==> src/hdl/fiq_pkg.sv <==
// shared types, widths and helpers for the fp32 to int8 weight quantizer
// no dependencies
`timescale 1ns / 1ps

package fiq_pkg;

    localparam int FP_W      = 32;
    localparam int MANT_W    = 24;
    localparam int EXP_W     = 8;
    localparam int Q_W       = 8;
    localparam int LZ_W      = 5;
    localparam int PROD_W    = 2 * MANT_W;
    // fixed point sum: 10 integer bits, 25 fraction bits
    localparam int FRAC_W    = 25;
    localparam int SUM_W     = 35;
    localparam int ULP_W     = 4;
    localparam int XEXP_W    = 11;
    localparam logic [EXP_W-1:0] EXP_MAX = '1;
    localparam logic [FP_W-1:0]  SCALE_RESET = '0;

    typedef struct packed {
        logic sign;
        logic nan;
        logic ovf;   // magnitude at least 256 or infinite
        logic zero;  // magnitude too small to reach one after rounding
    } fiq_ctl_t;

    function automatic logic [LZ_W-1:0] lzc24(input logic [MANT_W-1:0] m);
        logic [LZ_W-1:0] n;
        logic            found;
        n     = '0;
        found = 1'b0;
        for (int i = MANT_W - 1; i >= 0; i--) begin
            if (!found && m[i]) begin
                found = 1'b1;
                n     = LZ_W'(MANT_W - 1 - i);
            end
        end
        return n;
    endfunction

endpackage

==> src/hdl/fp32_to_int8_weight_quantizer.sv <==
// fp32 weight times fp32 scale, round half away, clamp to int8, seven stage pipeline
// depends on fiq_pkg
`timescale 1ns / 1ps

// channel   direction  payload (low bit first)
// s_        in         tdata: weight_bits[31:0]
// m_        out        tdata: quantized_value[7:0]; tuser: saturated, not_a_number
// cfg       in         weight_scale_we, weight_scale_wdata[31:0]
//
// one weight per cycle while the output register is empty or taken
// stages: unpack, normalize, multiply, round product, add half, find msb, round and clamp
// the whole pipeline advances when the output register is empty or taken
// reset clears valid bits and sets the scale to +0.0
module fp32_to_int8_weight_quantizer #(
    parameter logic [fiq_pkg::FP_W-1:0] SCALE_RESET = fiq_pkg::SCALE_RESET
) (
    input  logic                      aclk,
    input  logic                      aresetn,
    input  logic                      weight_scale_we,
    input  logic [fiq_pkg::FP_W-1:0]  weight_scale_wdata,
    input  logic                      s_tvalid,
    output logic                      s_tready,
    input  logic [fiq_pkg::FP_W-1:0]  s_tdata,   // weight_bits
    output logic                      m_tvalid,
    input  logic                      m_tready,
    output logic [fiq_pkg::Q_W-1:0]   m_tdata,   // quantized_value
    output logic [1:0]                m_tuser    // saturated, not_a_number
);

    localparam int NSTG = 7;

    logic                     adv;
    logic [NSTG-1:0]          valid_reg;
    logic [fiq_pkg::FP_W-1:0] scale_reg;

    assign adv      = !valid_reg[NSTG-1] || m_tready;
    assign s_tready = adv;

    always_ff @(posedge aclk) begin
        if (!aresetn) begin
            scale_reg <= SCALE_RESET;
        end else if (weight_scale_we) begin
            scale_reg <= weight_scale_wdata;
        end
    end

    always_ff @(posedge aclk) begin
        if (!aresetn) begin
            valid_reg <= '0;
        end else if (adv) begin
            valid_reg <= {valid_reg[NSTG-2:0], s_tvalid};
        end
    end

    // stage 1: unpack
    logic [fiq_pkg::MANT_W-1:0] m1w_next, m1s_next, m1w_reg, m1s_reg;
    logic [fiq_pkg::EXP_W-1:0]  e1w_next, e1s_next, e1w_reg, e1s_reg;
    logic [fiq_pkg::LZ_W-1:0]   lz1w_reg, lz1s_reg;
    fiq_pkg::fiq_ctl_t          c1_next, c1_reg;

    always_comb begin
        logic [fiq_pkg::EXP_W-1:0] ew, es;
        logic                      nw, ns, iw, is_, zw, zs;
        ew       = s_tdata[30:23];
        es       = scale_reg[30:23];
        m1w_next = {ew != '0, s_tdata[22:0]};
        m1s_next = {es != '0, scale_reg[22:0]};
        e1w_next = (ew == '0) ? fiq_pkg::EXP_W'(1) : ew;
        e1s_next = (es == '0) ? fiq_pkg::EXP_W'(1) : es;
        nw  = (ew == fiq_pkg::EXP_MAX) && (s_tdata[22:0] != '0);
        ns  = (es == fiq_pkg::EXP_MAX) && (scale_reg[22:0] != '0);
        iw  = (ew == fiq_pkg::EXP_MAX) && (s_tdata[22:0] == '0);
        is_ = (es == fiq_pkg::EXP_MAX) && (scale_reg[22:0] == '0);
        zw  = (ew == '0) && (s_tdata[22:0] == '0);
        zs  = (es == '0) && (scale_reg[22:0] == '0);
        c1_next.sign = s_tdata[31] ^ scale_reg[31];
        c1_next.nan  = nw || ns || (iw && zs) || (is_ && zw);
        c1_next.ovf  = iw || is_;
        c1_next.zero = zw || zs;
    end

    always_ff @(posedge aclk) begin
        if (adv) begin
            m1w_reg  <= m1w_next;
            m1s_reg  <= m1s_next;
            e1w_reg  <= e1w_next;
            e1s_reg  <= e1s_next;
            lz1w_reg <= fiq_pkg::lzc24(m1w_next);
            lz1s_reg <= fiq_pkg::lzc24(m1s_next);
            c1_reg   <= c1_next;
        end
    end

    // stage 2: normalize subnormal operands
    logic [fiq_pkg::MANT_W-1:0]        m2w_reg, m2s_reg;
    logic signed [fiq_pkg::XEXP_W-1:0] e2w_reg, e2s_reg;
    fiq_pkg::fiq_ctl_t                 c2_reg;

    always_ff @(posedge aclk) begin
        if (adv) begin
            m2w_reg <= m1w_reg << lz1w_reg;
            m2s_reg <= m1s_reg << lz1s_reg;
            e2w_reg <= $signed({3'b000, e1w_reg}) - $signed({6'b0, lz1w_reg});
            e2s_reg <= $signed({3'b000, e1s_reg}) - $signed({6'b0, lz1s_reg});
            c2_reg  <= c1_reg;
        end
    end

    // stage 3: significand multiply
    logic [fiq_pkg::PROD_W-1:0]        p3_reg;
    logic signed [fiq_pkg::XEXP_W-1:0] e3_reg;
    fiq_pkg::fiq_ctl_t                 c3_reg;

    always_ff @(posedge aclk) begin
        if (adv) begin
            p3_reg <= m2w_reg * m2s_reg;
            e3_reg <= e2w_reg + e2s_reg;
            c3_reg <= c2_reg;
        end
    end

    // stage 4: round product to 24 bits, value = rp * 2^(x-23)
    logic [fiq_pkg::MANT_W:0]          rp4_next, rp4_reg;
    logic signed [fiq_pkg::XEXP_W-1:0] x4_next, x4_reg;
    fiq_pkg::fiq_ctl_t                 c4_reg;

    always_comb begin
        logic [fiq_pkg::MANT_W-1:0] p;
        logic                       g, st;
        if (p3_reg[47]) begin
            p  = p3_reg[47:24];
            g  = p3_reg[23];
            st = |p3_reg[22:0];
        end else begin
            p  = p3_reg[46:23];
            g  = p3_reg[22];
            st = |p3_reg[21:0];
        end
        rp4_next = {1'b0, p} + {24'd0, g && (st || p[0])};
        x4_next  = e3_reg - fiq_pkg::XEXP_W'(254) + {10'd0, p3_reg[47]};
    end

    always_ff @(posedge aclk) begin
        if (adv) begin
            rp4_reg <= rp4_next;
            x4_reg  <= x4_next;
            c4_reg  <= c3_reg;
        end
    end

    // stage 5: to fixed point with 25 fraction bits, add one half
    logic [fiq_pkg::SUM_W-1:0] s5_next, s5_reg;
    fiq_pkg::fiq_ctl_t         c5_next, c5_reg;

    always_comb begin
        logic [fiq_pkg::SUM_W-1:0] f;
        logic [3:0]                sh;
        logic                      tiny, big;
        tiny  = x4_reg < -2;
        big   = x4_reg > 7;
        sh    = 4'(x4_reg + 2);
        f     = (tiny || big) ? '0 : ({10'd0, rp4_reg} << sh);
        s5_next = f + (fiq_pkg::SUM_W'(1) << (fiq_pkg::FRAC_W - 1));
        c5_next      = c4_reg;
        c5_next.ovf  = c4_reg.ovf || (big && !c4_reg.zero);
        // an infinite operand stays infinite however tiny the other one is
        c5_next.zero = c4_reg.zero || (tiny && !c4_reg.ovf);
    end

    always_ff @(posedge aclk) begin
        if (adv) begin
            s5_reg <= s5_next;
            c5_reg <= c5_next;
        end
    end

    // stage 6: position of the rounding bit for a 24 bit significand
    logic [fiq_pkg::ULP_W-1:0] u6_next, u6_reg;
    logic [fiq_pkg::SUM_W-1:0] s6_reg;
    fiq_pkg::fiq_ctl_t         c6_reg;

    always_comb begin
        u6_next = fiq_pkg::ULP_W'(1);
        for (int k = 24; k < fiq_pkg::SUM_W; k++) begin
            if (s5_reg[k]) begin
                u6_next = fiq_pkg::ULP_W'(k - 23);
            end
        end
    end

    always_ff @(posedge aclk) begin
        if (adv) begin
            u6_reg <= u6_next;
            s6_reg <= s5_reg;
            c6_reg <= c5_reg;
        end
    end

    // stage 7: round to nearest even, truncate, clamp
    logic [fiq_pkg::Q_W-1:0] q7_next, q7_reg;
    logic                    sat7_next, sat7_reg, nan7_reg;

    always_comb begin
        logic [fiq_pkg::SUM_W-1:0] unit, mask, lower, half, rs;
        logic [9:0]                ip;
        logic                      up, fr;
        unit  = fiq_pkg::SUM_W'(1) << u6_reg;
        mask  = unit - fiq_pkg::SUM_W'(1);
        half  = unit >> 1;
        lower = s6_reg & mask;
        up    = (lower > half) || ((lower == half) && ((s6_reg & unit) != '0));
        rs    = (s6_reg & ~mask) + (up ? unit : '0);
        ip    = rs[34:25];
        fr    = |rs[24:0];
        q7_next   = '0;
        sat7_next = 1'b0;
        if (c6_reg.nan || c6_reg.zero) begin
            q7_next   = '0;
            sat7_next = 1'b0;
        end else if (!c6_reg.sign) begin
            if (c6_reg.ovf || ip > 10'd127 || (ip == 10'd127 && fr)) begin
                q7_next   = 8'sd127;
                sat7_next = c6_reg.ovf || ip > 10'd127 || fr;
            end else begin
                q7_next = ip[7:0];
            end
        end else begin
            if (c6_reg.ovf || ip > 10'd128 || (ip == 10'd128 && fr)) begin
                q7_next   = 8'h80;
                sat7_next = 1'b1;
            end else begin
                q7_next = 8'(-ip);
            end
        end
    end

    always_ff @(posedge aclk) begin
        if (adv) begin
            q7_reg   <= q7_next;
            sat7_reg <= sat7_next;
            nan7_reg <= c6_reg.nan;
        end
    end

    assign m_tvalid = valid_reg[NSTG-1];
    assign m_tdata  = q7_reg;
    assign m_tuser  = {nan7_reg, sat7_reg};

endmodule

==> config.mk <==
export PLATFORM = sky130hd
export DESIGN_NAME = fp32_to_int8_weight_quantizer
export DESIGN_NICKNAME = d
export VERILOG_FILES = /design/src/hdl/fiq_pkg.sv /design/src/hdl/fp32_to_int8_weight_quantizer.sv
export SDC_FILE = /design/constraint.sdc
export NUM_CORES = 2
export LEC_CHECK = 0
export BUFFER_PORTS_ARGS = -buffer_cell sky130_fd_sc_hd__buf_2
export CAP_MARGIN = 20
export CORE_MARGIN = 3
export CORE_UTILIZATION = 34
export DETAILED_ROUTE_END_ITERATION = 6
export PLACE_DENSITY = 0.53
export SLEW_MARGIN = 20
export SYNTH_ARGS = -nofsm -noshare
export SYNTH_HDL_FRONTEND = slang
export SYNTH_SLANG_ARGS = --single-unit
export TNS_END_PERCENT = 30
==> constraint.sdc <==
create_clock -name aclk -period 18.5 [get_ports aclk]
set_input_delay 3.7 -clock aclk [delete_from_list [all_inputs] [get_ports aclk]]
set_output_delay 3.7 -clock aclk [all_outputs]
set_load 0.05 [all_outputs]
==> impl_metrics.tcl <==
set metrics [dict create \
    synth.area.top_cells "edfxtp_1, fa_1, ha_1" \
    synthSimpleGateAreaFrac_pct 16.18 \
    grt_max_degree 83 \
    synth-seq-cells 382 \
    grt_first_pass_wirelength_mm 156.5 \
    finalCritPeriodShare_pct 47.72 \
    cp-end-kind "output port" \
    vias 27190 \
    synth_compound_area_share_pct 8.081 \
    yosysUniqueCellTypes 83 \
    reg2reg_depth 32 \
    fin_setup_tns_ns 0 \
    place.gp.congestion 0.8446 \
    antenna_left 0 \
    floorplan.die_area_um2 119400 \
    clk_pin_slew_ns 0.06 \
    dieWidth_um 345.6 \
    start_util_pct 34.56 \
    totalWireLength_mm 96.02 \
    drive_gt1_share_pct 6.830 \
    cts_buffers 44 \
    via_per_inst 4.972 \
    required_ns 14.80 \
    min_period_ns 8.828 \
    cts_tree "built" \
    syn-num-nets 4742 \
    cts_resized 0 \
    cts.sinks 382 \
    ios 81 \
    netlist_instances 3954 \
    postSynthAreaPerCell_um2 9.915 \
    synth_xor_area_share_pct 2.636 \
    dr.pass1.iters 5 \
    post_cts_buffers 0 \
    skew_ns 0.06415 \
    yosys.area_share.adder_pct 32.25 \
    timing.hold.ws_ns 0.4176 \
    coreArea_um2 113400 \
    synth_commonest_cells "inv_1, nand2_1, fa_1" \
    dp_hpwl_mm 73.28 \
    nFillCells 11275 \
    hold_violations 0 \
    setup_violations 0 \
    synth_top_area_share_pct 26.27 \
    synth_top_area_cell "edfxtp_1" \
    die-height_um 345.6 \
    synth_top_family_by_area "adder cells" \
    port_buffers 80 \
    r2r_slack_ns 9.88 \
    grt_overflow_total 0 \
    rsz0062_at_grt "false" \
    layout.nets 4720 \
    max_cap_viol_count 0 \
    drcViolationCount 0 \
    cp_max_fo 72 \
    largest_reg_flops 48 \
    cts_root_buf "clkbuf_16" \
    synthArstFlopShare_pct 0 \
    max_slew_margin_pct 24.16 \
    hold_depth 0 \
    h-tree-depth 2 \
    synth-edff-count 343 \
    arrival_ns 5.13 \
    ys.warnings.count 0 \
    wl_per_cell_um 17.56 \
    worstSetupEndpoint "s_tready" \
    grt_pass1_vias 28369 \
    track_usage_pct 16.21 \
    ys.flop_type "edfxtp_1" \
    clkLatencyLatePin_ns 0.61 \
    std_cell_rows 123 \
    synthesis.area_um2 39200 \
    max_freq_mhz 113.3 \
    critPathKind "in2out" \
    slew_viol_final 0 \
    area_growth_pct 8.639 \
    clk_path_buf_depth 3 \
    ctsHoldBuffers 0 \
    synth_mux_area_share_pct 5.260 \
    r2r_start "u6_reg[2]$_SDFFCE_PP0P_" \
    synthMostInstantiatedCell "inv_1" \
    reg2reg_to "m_tdata[0]$_SDFFCE_PP0P_" \
    crit_path_start_kind "primary input" \
    hold_class "reg2reg" \
    seq_area_frac_synth_pct 28.26 \
    antenna_found_initial 1 \
    critical_path.startpoint "m_tready" \
    drt-initial-drc-count 1565 \
    worst_pin_slew_ns 1.138 \
    outcome "finished, final reports clean" \
]
==> worst min-delay path by stage <==
stage	from	to	slack, ns
after global placement	c1_reg[3]$_DFFE_PP_	c2_reg[3]$_DFFE_PP_	0.40
after detailed placement	c3_reg[1]$_DFFE_PP_	c4_reg[1]$_DFFE_PP_	0.40
after floorplan	c1_reg[0]$_DFFE_PP_	c2_reg[0]$_DFFE_PP_	0.40
final	c3_reg[3]$_DFFE_PP_	c4_reg[3]$_DFFE_PP_	0.42
after CTS	s5_reg[9]$_SDFFCE_PP0P_	s6_reg[9]$_DFFE_PP_	0.42
after global routing	s5_reg[0]$_SDFFCE_PP0P_	s6_reg[0]$_DFFE_PP_	0.42
==> cells by family (layout without fill, tap and decap cells) <==
kind of cell    count (synthesis)  count (layout)
mux                           173             173
fa+ha+maj                     719             719
simple gates                 1311            1311
buf+inv                       757             771
compound gates                494             494
flops                         382             382
xor+xnor                      118             118
other cells                     0               1
==> per-layer routing <==
layer  share of wire, %  track usage, %  vias up
met3                4.9           2.376      124
li1                   -               -    13019
met2                 48           27.71      581
met4                2.2           3.674        2
met1                 45           21.71    13464
met5              0.012               0        -
==> worst max-delay path: stages <==
cell and delay [ns]:
buf_2 0.10, nor2b_1 0.61, inv_8 0.36, buf_2 0.33
==> final cells by class <==
class | instances | area [µm²] | share of cell area (%)
clock inverters | 30 | 341.6 | 0.8020
well taps | 1500 | 1877 | 4.407
inverters | 560 | 2110 | 4.953
repair buffers | 129 | 775.7 | 1.821
multi-input cells | 2815 | 25250 | 59.29
clock buffers | 52 | 1151 | 2.703
flip-flops and latches | 382 | 11080 | 26.02
diodes | 1 | 2.502 | 0.005875
==> per-stage QoR <==
step                      setup slack (ns)  area, µm²  cells  utilization (%)
final                                9.672      42590   5469            37.55
after global routing                 9.121      42590   5468            37.55
after global placement               9.699      41080   5385            36.22
after detailed placement             9.659      41080   5385            36.22
after CTS                            9.659      42570   5467            37.54
after floorplan                      3.939      39200   3954                -
==> layout by cell type, fill, tap and decap left out, types with 9 or more instances in the layout <==
| master | instances |
|---|---|
| a211oi_1 | 39 |
| a21boi_0 | 11 |
| a21o_1 | 41 |
| a21oi_1 | 148 |
| a31oi_1 | 19 |
| and2_1 | 239 |
| and3_1 | 29 |
| buf_2 | 80 |
| buf_4 | 48 |
| clkbuf_16 | 44 |
| clkinv_1 | 9 |
| dfxtp_1 | 39 |
| edfxtp_1 | 343 |
| fa_1 | 486 |
| ha_1 | 233 |
| inv_1 | 557 |
| mux2_2 | 24 |
| mux2i_1 | 125 |
| mux4_2 | 24 |
| nand2_1 | 543 |
| nand2b_1 | 25 |
| nand3_1 | 58 |
| nand4_1 | 23 |
| nor2_1 | 195 |
| nor2b_1 | 77 |
| nor3_1 | 44 |
| nor4_1 | 25 |
| o211ai_1 | 11 |
| o21a_1 | 10 |
| o21ai_0 | 83 |
| o21bai_1 | 16 |
| o22ai_1 | 38 |
| o31ai_1 | 11 |
| or3_1 | 9 |
| xnor2_1 | 76 |
| xor2_1 | 42 |
Power is left out: the tool's default activity adds up to more than one toggle a clock period on the data nets, which glitch-free logic cannot reach.
